[src/hdl/lbp_pkg.sv]
`timescale 1ns / 1ps
`default_nettype none

package lbp_pkg;

  // Default build parameters.
  localparam int DEF_MAX_COLUMNS = 1024;
  localparam int DEF_PIXEL_BITS  = 8;

  // Width of the code and of the output pixel field.
  localparam int CODE_BITS = 8;

  // Configuration register widths and reset values.
  localparam int COLS_W        = 11;
  localparam int ROWS_W        = 16;
  localparam int CFG_DATA_W    = 16;
  localparam int CFG_IDX_W     = 1;
  localparam int COLUMNS_RESET = 640;
  localparam int ROWS_RESET    = 480;
  localparam int MIN_COLUMNS   = 3;
  localparam int MIN_ROWS      = 3;

  // Depth of the result queue in front of the output port.
  localparam int OUT_FIFO_DEPTH = 3;

  typedef enum logic [CFG_IDX_W-1:0] {
    CFG_COLUMNS = 1'b0,
    CFG_ROWS    = 1'b1
  } cfg_idx_e;

  typedef enum logic {
    CMD_PIXEL = 1'b0,
    CMD_DRAIN = 1'b1
  } cmd_e;

  typedef struct packed {
    logic                 last;
    logic [CODE_BITS-1:0] value;
  } lbp_result_t;

endpackage

`default_nettype wire

[src/hdl/lbp_window.sv]
`timescale 1ns / 1ps
`default_nettype none

// 3x3 window and pattern compare. Only the two older columns are stored;
// the newest column comes straight from the line memory and the input.
module lbp_window import lbp_pkg::*; #(
  parameter int PIXEL_BITS = DEF_PIXEL_BITS
) (
  input  wire logic                  clk_i,
  input  wire logic                  shift_i,
  input  wire logic                  interior_i,
  input  wire logic [PIXEL_BITS-1:0] top_i,
  input  wire logic [PIXEL_BITS-1:0] mid_i,
  input  wire logic [PIXEL_BITS-1:0] pix_i,
  output logic      [CODE_BITS-1:0]  value_o
);

  // Column a is the oldest, column b the middle one; rows top, mid, bottom.
  logic [PIXEL_BITS-1:0] col_a_q [3];
  logic [PIXEL_BITS-1:0] col_b_q [3];
  logic [PIXEL_BITS-1:0] centre;
  logic [CODE_BITS-1:0]  code;

  always_ff @(posedge clk_i) begin
    if (shift_i) begin
      col_a_q[0] <= col_b_q[0];
      col_a_q[1] <= col_b_q[1];
      col_a_q[2] <= col_b_q[2];
      col_b_q[0] <= top_i;
      col_b_q[1] <= mid_i;
      col_b_q[2] <= pix_i;
    end
  end

  // Neighbours in raster order carry weights 1 through 128.
  always_comb begin
    centre  = col_b_q[1];
    code[0] = col_a_q[0] >= centre;
    code[1] = col_b_q[0] >= centre;
    code[2] = top_i      >= centre;
    code[3] = col_a_q[1] >= centre;
    code[4] = mid_i      >= centre;
    code[5] = col_a_q[2] >= centre;
    code[6] = col_b_q[2] >= centre;
    code[7] = pix_i      >= centre;
    value_o = interior_i ? code : centre[CODE_BITS-1:0];
  end

endmodule

`default_nettype wire

[config.mk]
export PLATFORM = sky130hd
export DESIGN_NAME = lbp_window
export DESIGN_NICKNAME = d
export VERILOG_FILES = /design/src/hdl/lbp_pkg.sv /design/src/hdl/lbp_window.sv
export SDC_FILE = /design/constraint.sdc
export NUM_CORES = 1
export LEC_CHECK = 0
export ABC_AREA = 1
export ABC_CLOCK_PERIOD_IN_PS = 3200
export BUFFER_PORTS_ARGS = -buffer_cell sky130_fd_sc_hd__buf_2
export CELL_PAD_IN_SITES_DETAIL_PLACEMENT = 1
export CELL_PAD_IN_SITES_GLOBAL_PLACEMENT = 1
export CORE_ASPECT_RATIO = 0.6
export CORE_MARGIN = 10
export CORE_UTILIZATION = 50
export CTS_CLUSTER_SIZE = 14
export DETAILED_ROUTE_END_ITERATION = 8
export PLACE_DENSITY_LB_ADDON = 0.08
export SETUP_SLACK_MARGIN = 0.3
export SKIP_CTS_REPAIR_TIMING = 1
export SLEW_MARGIN = 20
export SYNTH_ARGS = -nofsm -noshare
export SYNTH_HDL_FRONTEND = slang
export SYNTH_SLANG_ARGS = --single-unit
[constraint.sdc]
create_clock -name clk_i -period 3.2 [get_ports clk_i]
set_clock_uncertainty 0.2 [all_clocks]
set_input_delay 0.64 -clock clk_i [delete_from_list [all_inputs] [get_ports clk_i]]
set_output_delay 0.64 -clock clk_i [all_outputs]
set_load 0.1 [all_outputs]
==> impl_metrics.env <==
export IMPL_status="finished clean"
export IMPL_synth_area_leaders="edfxtp_1, ha_1, nand2_1"
export IMPL_dp_hpwl_um=5730
export IMPL_hold_class="register to register"
export IMPL_port_buffers=34
export IMPL_yosys_cell_count_top_type="nand2_1"
export IMPL_ant_nets=0
export IMPL_slew_violations=0
export IMPL_setup_violations_final=0
export IMPL_grt_max_degree=49
export IMPL_cts_buffers_inserted=5
export IMPL_ys_seq_area_share_pct=47.1
export IMPL_hold_start="col_b_q[0][16]"
export IMPL_syn_area_per_cell_um2=10.5
export IMPL_ios=35
export IMPL_ys_async_sr_fraction_pct=0
export IMPL_clock_sink_count=48
export IMPL_clock_fmax_mhz=330
export IMPL_dieArea_mm2=0.00975
export IMPL_viasPerCell=5.58
export IMPL_max_slew_margin_pct=57.2
export IMPL_grt_pass1_wl_um=11500
export IMPL_grt_pass1_vias=2395
export IMPL_cts_tree="yes"
export IMPL_critPathArrivalTime_ns=2.19
export IMPL_powerDensity_mw_per_mm2=447
export IMPL_htreeDepth=2
export IMPL_max_cap_violations=0
export IMPL_r2r_cells=1
export IMPL_wl_per_cell_um=21.9
export IMPL_critPathLaunchType="register"
export IMPL_muxShareOfSynthArea_pct=0
export IMPL_tightestPinTransition_ns=0.642
export IMPL_ys_flop_type="edfxtp_1"
export IMPL_drtIter0Drc=107
export IMPL_clk_path_buf_depth=2
export IMPL_vias=2382
export IMPL_synth_top_area_share_pct=47.1
export IMPL_worst_endpoint_required_ns=2.36
export IMPL_synth_compound_area_share_pct=5.89
export IMPL_area_delta_synth_final_pct=30.5
export IMPL_finalCriticalPeriod_ns=3.03
export IMPL_syn_nets=381
export IMPL_synth_xor_area_share_pct=0
export IMPL_rsz0062_at_grt="yes"
export IMPL_synth_enable_flop_cells=48
export IMPL_reg2reg_slack_ns=2.15
export IMPL_final_util_pct=69.4
export IMPL_endpoint_kind="primary output"
export IMPL_critPathKind="register to primary output"
export IMPL_drtPass1Iterations=4
export IMPL_drt_drc_violations_left=0
export IMPL_dp_cells=404
export IMPL_hold_path_end="col_a_q[0][16]"
export IMPL_rows=21
export IMPL_finalNetCount=437
export IMPL_fp_dieH_um=80.6
export IMPL_synth_cell_types=11
export IMPL_fin_cells=427
export IMPL_hold_viol=0
export IMPL_r2r_end="col_a_q[0][8]"
export IMPL_r2r_start="col_b_q[0][8]"
export IMPL_antenna_found_initial=0
export IMPL_initial_utilization_pct=53.2
export IMPL_synth_top_family_by_area="adder cells"
export IMPL_synthesis_area_mm2=0.00306
export IMPL_clk_latency_ns=0.32
export IMPL_holdPathStages=0
export IMPL_grt_use_total_pct=15.0
export IMPL_leakage_nw=1.78
export IMPL_syn_inst=290
export IMPL_drt_wl_total_um=9360
export IMPL_peakVddDrop_v=0.000261
export IMPL_yosys_warnings=0
export IMPL_ys_ff_latch=48
export IMPL_finalSetupTns_ns=0
export IMPL_synth_fa_ha_area_share_pct=26.2
export IMPL_place_congestion=0.764
export IMPL_post_route_period_util_pct=94.6
export IMPL_drive_gt1_share_pct=31.1
export IMPL_die_w_um=121
export IMPL_synthSimpleGateAreaFrac_pct=15.3
export IMPL_clk_transition_reported_paths_ns=0.10
export IMPL_ctsRootBufferMaster="clkbuf_8"
export IMPL_synth_top_area_cell="edfxtp_1"
export IMPL_synthTopCellsByCount="nand2_1, ha_1, edfxtp_1"
export IMPL_diodes=0
export IMPL_gr_total_overflow=0
export IMPL_crit_fanout=5
export IMPL_core_mm2=0.00575
-- layer usage --
layer / up-vias / wire, µm / GRT usage (%)
met5: - / 0 / 0
met4: 0 / 245 / 4.68
met3: 20 / 446 / 3.28
met2: 66 / 4760 / 25.9
met1: 1180 / 3910 / 18.4
li1: 1116 / - / -
-- per-stage QoR --
| step | hold slack, ns | total power [mW] | setup WS (ns) | cell area, µm² |
|---|---|---|---|---|
| detailed placement | 0.238 | 1.24 | 0.406 | 3370 |
| global placement | 0.231 | 1.20 | 0.445 | 3370 |
| floorplan | 0.226 | 1.10 | 0.290 | 3100 |
| CTS | 0.259 | 1.60 | 0.0729 | 3450 |
| global route | 0.267 | 1.87 | 0.0781 | 3990 |
| finish | 0.258 | 1.79 | 0.172 | 3990 |
-- how the worst max path moves through the flow --
stage,startpoint,to,slack (ns),cells past startpoint
3_3_place_gp,pix_i[1],value_o[7],0.45,9
2_1_floorplan,top_i[0],value_o[2],0.29,8
6_report,col_b_q[0][9],value_o[0],0.17,10
5_1_grt,col_b_q[0][9],value_o[0],0.08,10
4_1_cts,col_b_q[0][15],value_o[0],0.07,7
3_5_place_dp,pix_i[1],value_o[7],0.41,9
-- report_power, final --
group | switching, mW | leakage [nW] | internal, mW
clock | 0.222 | 0.0399 | 0.153
sequential | 0.0330 | 0.470 | 0.747
combinational | 0.381 | 1.27 | 0.249
-- critical path: stages, from the launching register on --
cell        delay [ns]
edfxtp_1          0.44
clkinvlp_4        0.13
buf_6             0.15
ha_4              0.27
nand2_1           0.08
nand3b_1          0.14
nand2_1           0.09
nand2_2           0.08
nand2_2           0.07
a21oi_4           0.22
buf_12            0.20
-- area by class of cell --
type / count / area (µm²)
Clock inverter: 1 / 3.75
Fill cell: 584 / 1760
Multi-Input combinational cell: 200 / 1750
Tap cell: 80 / 100
Inverter: 41 / 178
Timing Repair Buffer: 50 / 447
Clock buffer: 7 / 76.3
Sequential cell: 48 / 1440
-- registers in the layout, indices dropped and copies added (netlist names) --
signal / count
col_b_q: 24
col_a_q: 24
-- cells by family (layout without fill, tap and decap cells) --
logic type | count (synthesis) | after routing
simple gates | 104 | 104
fa+ha+maj | 64 | 64
flops | 48 | 48
buf+inv | 42 | 99
compound gates | 32 | 32
-- cells in the final DEF, fill, tap and decap left out, types with 6 or more instances in the layout --
cell,instances
buf_4,11
a21oi_2,6
edfxtp_1,48
a21oi_1,13
ha_1,49
nand3b_1,7
a21o_1,8
ha_4,15
buf_2,26
nor2_1,16
inv_1,32
nand2_1,63
buf_12,10
nor3_2,7
nand2_2,10
Note: power is estimated with default switching activity, not from simulation.
