<file path="src/hdl/lbp_pkg.sv">
`timescale 1ns / 1ps
`default_nettype none

package lbp_pkg;

  // Default build parameters.
  localparam int DEF_MAX_COLUMNS = 1024;
  localparam int DEF_PIXEL_BITS  = 8;

  // Width of the code and of the output pixel field.
  localparam int CODE_BITS = 8;

  // Configuration register widths and reset values.
  localparam int COLS_W        = 11;
  localparam int ROWS_W        = 16;
  localparam int CFG_DATA_W    = 16;
  localparam int CFG_IDX_W     = 1;
  localparam int COLUMNS_RESET = 640;
  localparam int ROWS_RESET    = 480;
  localparam int MIN_COLUMNS   = 3;
  localparam int MIN_ROWS      = 3;

  // Depth of the result queue in front of the output port.
  localparam int OUT_FIFO_DEPTH = 3;

  typedef enum logic [CFG_IDX_W-1:0] {
    CFG_COLUMNS = 1'b0,
    CFG_ROWS    = 1'b1
  } cfg_idx_e;

  typedef enum logic {
    CMD_PIXEL = 1'b0,
    CMD_DRAIN = 1'b1
  } cmd_e;

  typedef struct packed {
    logic                 last;
    logic [CODE_BITS-1:0] value;
  } lbp_result_t;

endpackage

`default_nettype wire

</file>
<file path="src/hdl/lbp_out_fifo.sv">
`timescale 1ns / 1ps
`default_nettype none

// Small result queue that decouples the pipeline from output stalls.
module lbp_out_fifo import lbp_pkg::*; (
  input  wire logic                                  clk_i,
  input  wire logic                                  rst_ni,
  input  wire logic                                  push_i,
  input  wire lbp_result_t                           push_data_i,
  input  wire logic                                  pop_i,
  output logic [$clog2(OUT_FIFO_DEPTH+1)-1:0]        count_o,
  output logic                                       valid_o,
  output lbp_result_t                                data_o
);

  localparam int PTR_W = $clog2(OUT_FIFO_DEPTH);
  localparam int CNT_W = $clog2(OUT_FIFO_DEPTH + 1);

  lbp_result_t       slot_q [OUT_FIFO_DEPTH];
  logic [PTR_W-1:0]  wr_ptr_q, wr_ptr_d;
  logic [PTR_W-1:0]  rd_ptr_q, rd_ptr_d;
  logic [CNT_W-1:0]  count_q, count_d;
  logic              do_pop;

  assign do_pop = pop_i && (count_q != '0);

  always_comb begin
    wr_ptr_d = wr_ptr_q;
    rd_ptr_d = rd_ptr_q;
    count_d  = count_q;
    if (push_i) begin
      wr_ptr_d = (wr_ptr_q == PTR_W'(OUT_FIFO_DEPTH - 1)) ? '0 : wr_ptr_q + PTR_W'(1);
    end
    if (do_pop) begin
      rd_ptr_d = (rd_ptr_q == PTR_W'(OUT_FIFO_DEPTH - 1)) ? '0 : rd_ptr_q + PTR_W'(1);
    end
    if (push_i && !do_pop) begin
      count_d = count_q + CNT_W'(1);
    end else if (!push_i && do_pop) begin
      count_d = count_q - CNT_W'(1);
    end
  end

  always_ff @(posedge clk_i or negedge rst_ni) begin
    if (!rst_ni) begin
      wr_ptr_q <= '0;
      rd_ptr_q <= '0;
      count_q  <= '0;
    end else begin
      wr_ptr_q <= wr_ptr_d;
      rd_ptr_q <= rd_ptr_d;
      count_q  <= count_d;
    end
  end

  always_ff @(posedge clk_i) begin
    if (push_i) begin
      slot_q[wr_ptr_q] <= push_data_i;
    end
  end

  assign count_o = count_q;
  assign valid_o = count_q != '0;
  assign data_o  = slot_q[rd_ptr_q];

endmodule

`default_nettype wire

</file>
<file path="config.mk">
export PLATFORM = sky130hd
export DESIGN_NAME = lbp_out_fifo
export DESIGN_NICKNAME = d
export VERILOG_FILES = /design/src/hdl/lbp_pkg.sv /design/src/hdl/lbp_out_fifo.sv
export SDC_FILE = /design/constraint.sdc
export NUM_CORES = 1
export LEC_CHECK = 0
export ABC_AREA = 0
export BUFFER_PORTS_ARGS = -buffer_cell sky130_fd_sc_hd__clkbuf_2
export CAP_MARGIN = 10
export CORE_ASPECT_RATIO = 0.6
export CORE_UTILIZATION = 56
export DETAILED_ROUTE_END_ITERATION = 10
export GPL_TIMING_DRIVEN = 0
export HOLD_SLACK_MARGIN = 0.06
export PLACE_DENSITY = 0.77
export SYNTH_ARGS = -nofsm -noshare
export SYNTH_HDL_FRONTEND = slang
export SYNTH_SLANG_ARGS = --single-unit
</file>
<file path="constraint.sdc">
create_clock -name clk_i -period 3.64 [get_ports clk_i]
set_input_delay 0.182 -clock clk_i [delete_from_list [all_inputs] [get_ports clk_i]]
set_output_delay 0.182 -clock clk_i [all_outputs]
set_load 0.01 [all_outputs]
</file>
==> impl_metrics.tcl, run 1 <==
set metrics [dict create \
    htree_levels 2 \
    cts.clk_slew.worst_paths_ns 0.06 \
    grt_antenna_before_repair 0 \
    cts_buffer_depth 2 \
    wl_met1_microns 978 \
    insertion_delay_ns 0.28 \
    hold_viol_final 0 \
    dr.max_layer_used "met4" \
    num_vias 753 \
    seq_area_frac_synth 0.750 \
    syn_nets 96 \
    cts_buffers 5 \
    rows 12 \
    synth_top_cell_by_area "edfxtp_1" \
    dp_worst_setup_slack_ns 2.11 \
    layout_setup_ws_ns 2.11 \
    wl_met3_microns 101 \
    stdcell_count 143 \
    vias_per_cell 5.27 \
    wl_met2_microns 1160 \
    grt_pass1_wl_microns 3530 \
    routed_wl_microns 2280 \
    crit_fanout 10 \
    yosysWarningCount 0 \
    crit_type "register to register" \
    crit_chain "nand2_1, nor2_1" \
    post_cts_buffers 0 \
    ir_drop_mv 0.520 \
    grt.total_usage 0.219 \
    worstPathRequired_ns 3.54 \
    die_w_microns 63.8 \
    hpwl_microns 1630 \
    layout-drive-gt1-share 0.304 \
    insertedDiodeCount 0 \
    ys_types 19 \
    die-area_sq_um 2490 \
    dp_cells 135 \
    tns_ns 0 \
    syn_inst 82 \
    io_buffers 24 \
    area_growth_pct 19.4 \
    final_common_cell "edfxtp_1" \
    setup.worst_path.start_class "register" \
    period_minus_slack_ns 1.53 \
    rsz0062_at_grt "false" \
    cp_slowest_cell "nor2_1" \
    crit_buf_inv 0 \
    fin_skew_ns 0.00716 \
    drt-pass1-iter-count 4 \
    status "finished, final reports clean" \
    final_cell_mix "27 x edfxtp_1, 24 x clkbuf_2, 11 x nand2_1" \
    worst_hold_slack_ns 0.109 \
    power_density_nw_per_um2 781 \
    ant_nets 0 \
    cp_top_family "simple AND/OR/NAND/NOR gates" \
    n_fill_cell 129 \
    start_util 0.642 \
    root_buffer "clkbuf_8" \
    slew_violations 0 \
    route.detailed.drc 0 \
    endpoint_kind "register" \
    avgRoutedWirePerCell_microns 15.9 \
    tritoncts "yes" \
    cap_violations 0 \
    yosysTopAreaCellShare 0.633 \
    netlist_area_sq_um 1280 \
    crit_arrival_ns 1.43 \
    tightestPinTransition_ns 0.894 \
    maxSlewHeadroom 0.402 \
    drt_iter0_drc 18 \
    die_h_microns 39.1 \
    ios 25 \
    cts_sinks 33 \
    synth_seq_cells 33 \
    first_global_vias 731 \
    grt_max_degree 11 \
    slowest_delay_ns 0.68 \
    gr-total-overflow 0 \
    final-setup-viol-count 0 \
    leakagePower_nw 0.626 \
    coreArea_sq_um 2000 \
    max_freq_ghz 0.653 \
    post-route-period-util 0.421 \
    globalplace.congestion 0.665 \
    avgSynthCellArea_sq_um 15.6 \
    min_path_type "primary input to register" \
    synth_area_leaders "edfxtp_1 63%, dfrtp_1 12%, mux2i_1 7.0%" \
    nets 129 \
]
final cells by class:
type / instances / area (sq um) / share of cell area
Buffer: 3 / 21.3 / 0.0139
Clock buffer: 6 / 72.6 / 0.0474
Clock inverter: 1 / 3.75 / 0.00245
Inverter: 1 / 3.75 / 0.00245
Multi-Input combinational cell: 45 / 295 / 0.193
Sequential cell: 33 / 961 / 0.628
Tap cell: 28 / 35.0 / 0.0229
Timing Repair Buffer: 26 / 138 / 0.0899
per-stage QoR:
| step | area (sq um) | utilization | power (mW) |
|---|---|---|---|
| 2_1_floorplan | 1280 | - | 0.805 |
| 3_3_place_gp | 1440 | 0.719 | 0.937 |
| 3_5_place_dp | 1440 | 0.723 | 0.965 |
| 4_1_cts | 1530 | 0.766 | 1.21 |
| 5_1_grt | 1530 | 0.766 | 1.26 |
| 6_report | 1530 | 0.766 | 1.20 |
cell usage after synthesis (all sizes together):
cell type	n
or2b	1
buf	3
dfrtp	6
nor3b	1
xnor2	1
inv	1
nor3	2
a21o	3
nand2	11
mux2i	9
edfxtp	27
xor2	2
ha	1
o21ai	11
nor2	2
or2	1
layer usage:
layer  GRT usage  vias to the layer above
met5           0                        -
met4      0.0909                        0
met1       0.247                      367
li1            -                      364
met2       0.391                       17
met3      0.0794                        5
power breakdown:
group          internal, mW  switching, mW  leakage, nW
Clock                 0.128          0.114       0.0387
Sequential            0.498         0.0500        0.323
Combinational         0.172          0.233        0.265
Total                 0.798          0.397        0.626
kinds of logic (layout without fill, tap and decap cells):
group	count (synthesis)	in the layout	synth area share
adders and majority gates	1	1	0.00976
muxes	9	9	0.0703
DFF	33	33	0.750
and+or+nand+nor	18	18	0.0664
AOI/OAI and AO/OA	14	14	0.0635
buffers and inverters	4	37	0.0195
xor gates and xnor gates	3	3	0.0205
sequential cells by signal, indices dropped and copies added (netlist names):
name and count:
count_o 2, rd_ptr_q 2, slot_q 27, wr_ptr_q 2
path summary, 6_finish.rpt:
kind	startpoint	endpoint	slack (ns)	cells after the start
setup / recovery	wr_ptr_q[0]$_DFFE_PN0P_	slot_q[1][5]$_DFFE_PP_	2.11	2
hold / removal	push_data_i[1]	slot_q[1][1]$_DFFE_PP_	0.11	1
setup reg to reg	wr_ptr_q[0]$_DFFE_PN0P_	slot_q[1][5]$_DFFE_PP_	2.11	2
hold reg to reg	count_o[1]$_DFFE_PN0P_	count_o[1]$_DFFE_PN0P_	0.53	1
max in group asynchronous	rst_ni	count_o[1]$_DFFE_PN0P_	3.21	2
min in group asynchronous	rst_ni	wr_ptr_q[1]$_DFFE_PN0P_	0.27	2
timing repair:
action                    in CTS  in global routing
hold endpoints to repair       6                  0
resized for setup              0                  0
hold buffers                   1                  0
No activity file was read; power rests on OpenSTA's default activity.
==> run 2, diff against run 1 <==
ABC_AREA = 1   (was 0)
CORE_UTILIZATION = 53   (was 56)
PLACE_DENSITY = 0.73   (was 0.77)
clock period = 1.58 ns   (was 3.64 ns; I/O delays follow)
==> impl_metrics.tcl, run 2 <==
set metrics [dict create \
    syn_inst 103 \
    netlist_area_sq_um 1290 \
    yosysTopAreaCellShare 0.630 \
    maxSlewHeadroom 0.638 \
    num_vias 841 \
    largest_reg_flops 27 \
    grt.total_usage 0.203 \
    max_freq_ghz 0.711 \
    layout-drive-gt1-share 0.260 \
    syn_nets 117 \
    multi_input_area_sq_um 287 \
    post-route-period-util 0.890 \
    reg2reg_slack_ns 0.17 \
    final_cell_mix "37 x nand2_1, 27 x edfxtp_1, 24 x clkbuf_2" \
    n_fill_cell 154 \
    async_flop_share 0.182 \
    leakagePower_nw 0.704 \
    synth-main-ff-cell "edfxtp_1" \
    cp_top_family "flip-flops" \
    synth_seq_cells 33 \
    final-setup-viol-count 0 \
    io_buffers 24 \
    crit_arrival_ns 1.57 \
    avgSynthCellArea_sq_um 12.5 \
    hold_depth 2 \
    cap_violations 0 \
    drt_iter0_drc 30 \
    crit_type "register to register" \
    yosysWarningCount 0 \
    route.detailed.drc 0 \
    rr_worst_depth 8 \
    drt-pass1-iter-count 4 \
    synth_commonest_cells "37 x nand2_1, 27 x edfxtp_1, 13 x nand3_1" \
    cts.clk_slew.worst_paths_ns 0.06 \
    synth_top_cell_by_area "edfxtp_1" \
    grt_antenna_before_repair 0 \
    vias_per_cell 4.78 \
    critPathLaunch "count_o[0]$_DFFE_PN0P_" \
    cts_buffers 5 \
    gr-total-overflow 0 \
    synth_most_common_cell "nand2_1" \
    first_global_vias 743 \
    hpwl_microns 1580 \
    min_path_type "primary input to register" \
    final_common_cell "nand2_1" \
    insertedDiodeCount 0 \
    coreArea_sq_um 2230 \
    synth_edf_count 27 \
    crit_fanout 4 \
    fin_skew_ns 0.00535 \
    regArea_sq_um 961 \
    endpoint_kind "register" \
    critPathCapture "count_o[1]$_DFFE_PN0P_" \
    rows 13 \
    placed_area_sq_um 1440 \
    finalInstanceArea_sq_um 1640 \
    crit_buf_inv 2 \
    globalplace.congestion 0.674 \
    synth_area_leaders "edfxtp_1 63%, dfrtp_1 12%, nand2_1 11%" \
    worst_hold_slack_ns 0.0876 \
    top_register "slot_q" \
    htree_levels 2 \
    ant_nets 0 \
    tightestPinTransition_ns 0.542 \
    cp_slowest_cell "dfrtp_1" \
    crit_path_frequent_cell "nand2_1" \
    grt_pass1_wl_microns 3460 \
    die_w_microns 65.6 \
    ys_types 15 \
    die_h_microns 40.2 \
    hold_viol_final 0 \
    status "finished, final reports clean" \
    cts_buffer_depth 2 \
    tritoncts "yes" \
    total_power_mw 2.85 \
    routed_wl_microns 2410 \
    setup.worst_path.start_class "register" \
    period_minus_slack_ns 1.41 \
    crit_chain "inv_2, nand2_2, nand2_1, ha_1, inv_1, nand3_1, nand2_1, nand2_1" \
    nets 159 \
    tns_ns 0 \
    ir_drop_mv 0.949 \
    ios 25 \
    power_density_nw_per_um2 1740 \
    start_util 0.577 \
    area_growth_pct 27.3 \
    cts_sinks 33 \
    r2r_start "count_o[0]$_DFFE_PN0P_" \
    slew_violations 0 \
    grt_max_degree 11 \
    worst_r2r_endpoint "count_o[1]$_DFFE_PN0P_" \
    worstPathRequired_ns 1.75 \
    die-area_sq_um 2630 \
    root_buffer "clkbuf_8" \
    insertion_delay_ns 0.28 \
    seq_area_frac_synth 0.747 \
    cp.depth 8 \
    slowest_delay_ns 0.42 \
    rsz0062_at_grt "false" \
    avgRoutedWirePerCell_microns 13.7 \
]
[run 2: area by class of cell]
cell class,count,share of cell area
plain buffers,1,0.00458
clock buffers,5,0.0420
clock inverters,3,0.00764
inverters,9,0.0206
multi-input cells,60,0.175
flip-flops and latches,33,0.587
well taps,30,0.0229
repair buffers,35,0.141
[run 2: what timing repair did]
action / 4_1_cts / 5_1_grt
hold endpoints to repair: 34 / 0
hold buffers: 11 / 0
setup endpoints to repair: 9 / 0
buffers inserted: 0 / 0
gates resized for setup: 1 / 0
[run 2: logic make-up (layout without fill, tap and decap cells)]
family | after synthesis | count (layout) | synth area share
AOI/OAI and AO/OA | 2 | 2 | 0.00778
xor gates and xnor gates | 1 | 1 | 0.00681
adders and majority gates | 1 | 1 | 0.00973
buffers and inverters | 10 | 53 | 0.0321
DFF | 33 | 33 | 0.747
and+or+nand+nor | 56 | 56 | 0.196
[run 2: worst min-delay path by stage]
stage / startpoint / endpoint / slack (ns)
2_1_floorplan: rst_ni / count_o[0]$_DFFE_PN0P_ / -0.22
4_1_cts: push_i / wr_ptr_q[1]$_DFFE_PN0P_ / 0.09
3_5_place_dp: rst_ni / wr_ptr_q[0]$_DFFE_PN0P_ / -0.08
3_3_place_gp: rst_ni / wr_ptr_q[1]$_DFFE_PN0P_ / -0.09
6_report: push_i / wr_ptr_q[1]$_DFFE_PN0P_ / 0.09
5_1_grt: push_i / wr_ptr_q[1]$_DFFE_PN0P_ / 0.09
[run 2: stage by stage]
stage                     std cells  setup WS (ns)   util
final                           176          0.173  0.735
after global placement          157          0.102  0.648
after global routing            176         0.0686  0.735
after floorplan                 103          0.246      -
after CTS                       176          0.166  0.735
after detailed placement        157         0.0185  0.648
[run 2: routing by layer]
metal / up-vias / track usage / wire length [microns]
met5: - / 0 / 0
met4: 0 / 0.0815 / 21
met3: 5 / 0.0739 / 90
met2: 17 / 0.343 / 1190
met1: 388 / 0.247 / 1110
li1: 431 / - / -
[run 2: power breakdown]
part | internal, mW | switching (mW)
Sequential | 1.14 | 0.106
Combinational | 0.377 | 0.650
Clock | 0.296 | 0.280
Total | 1.82 | 1.04
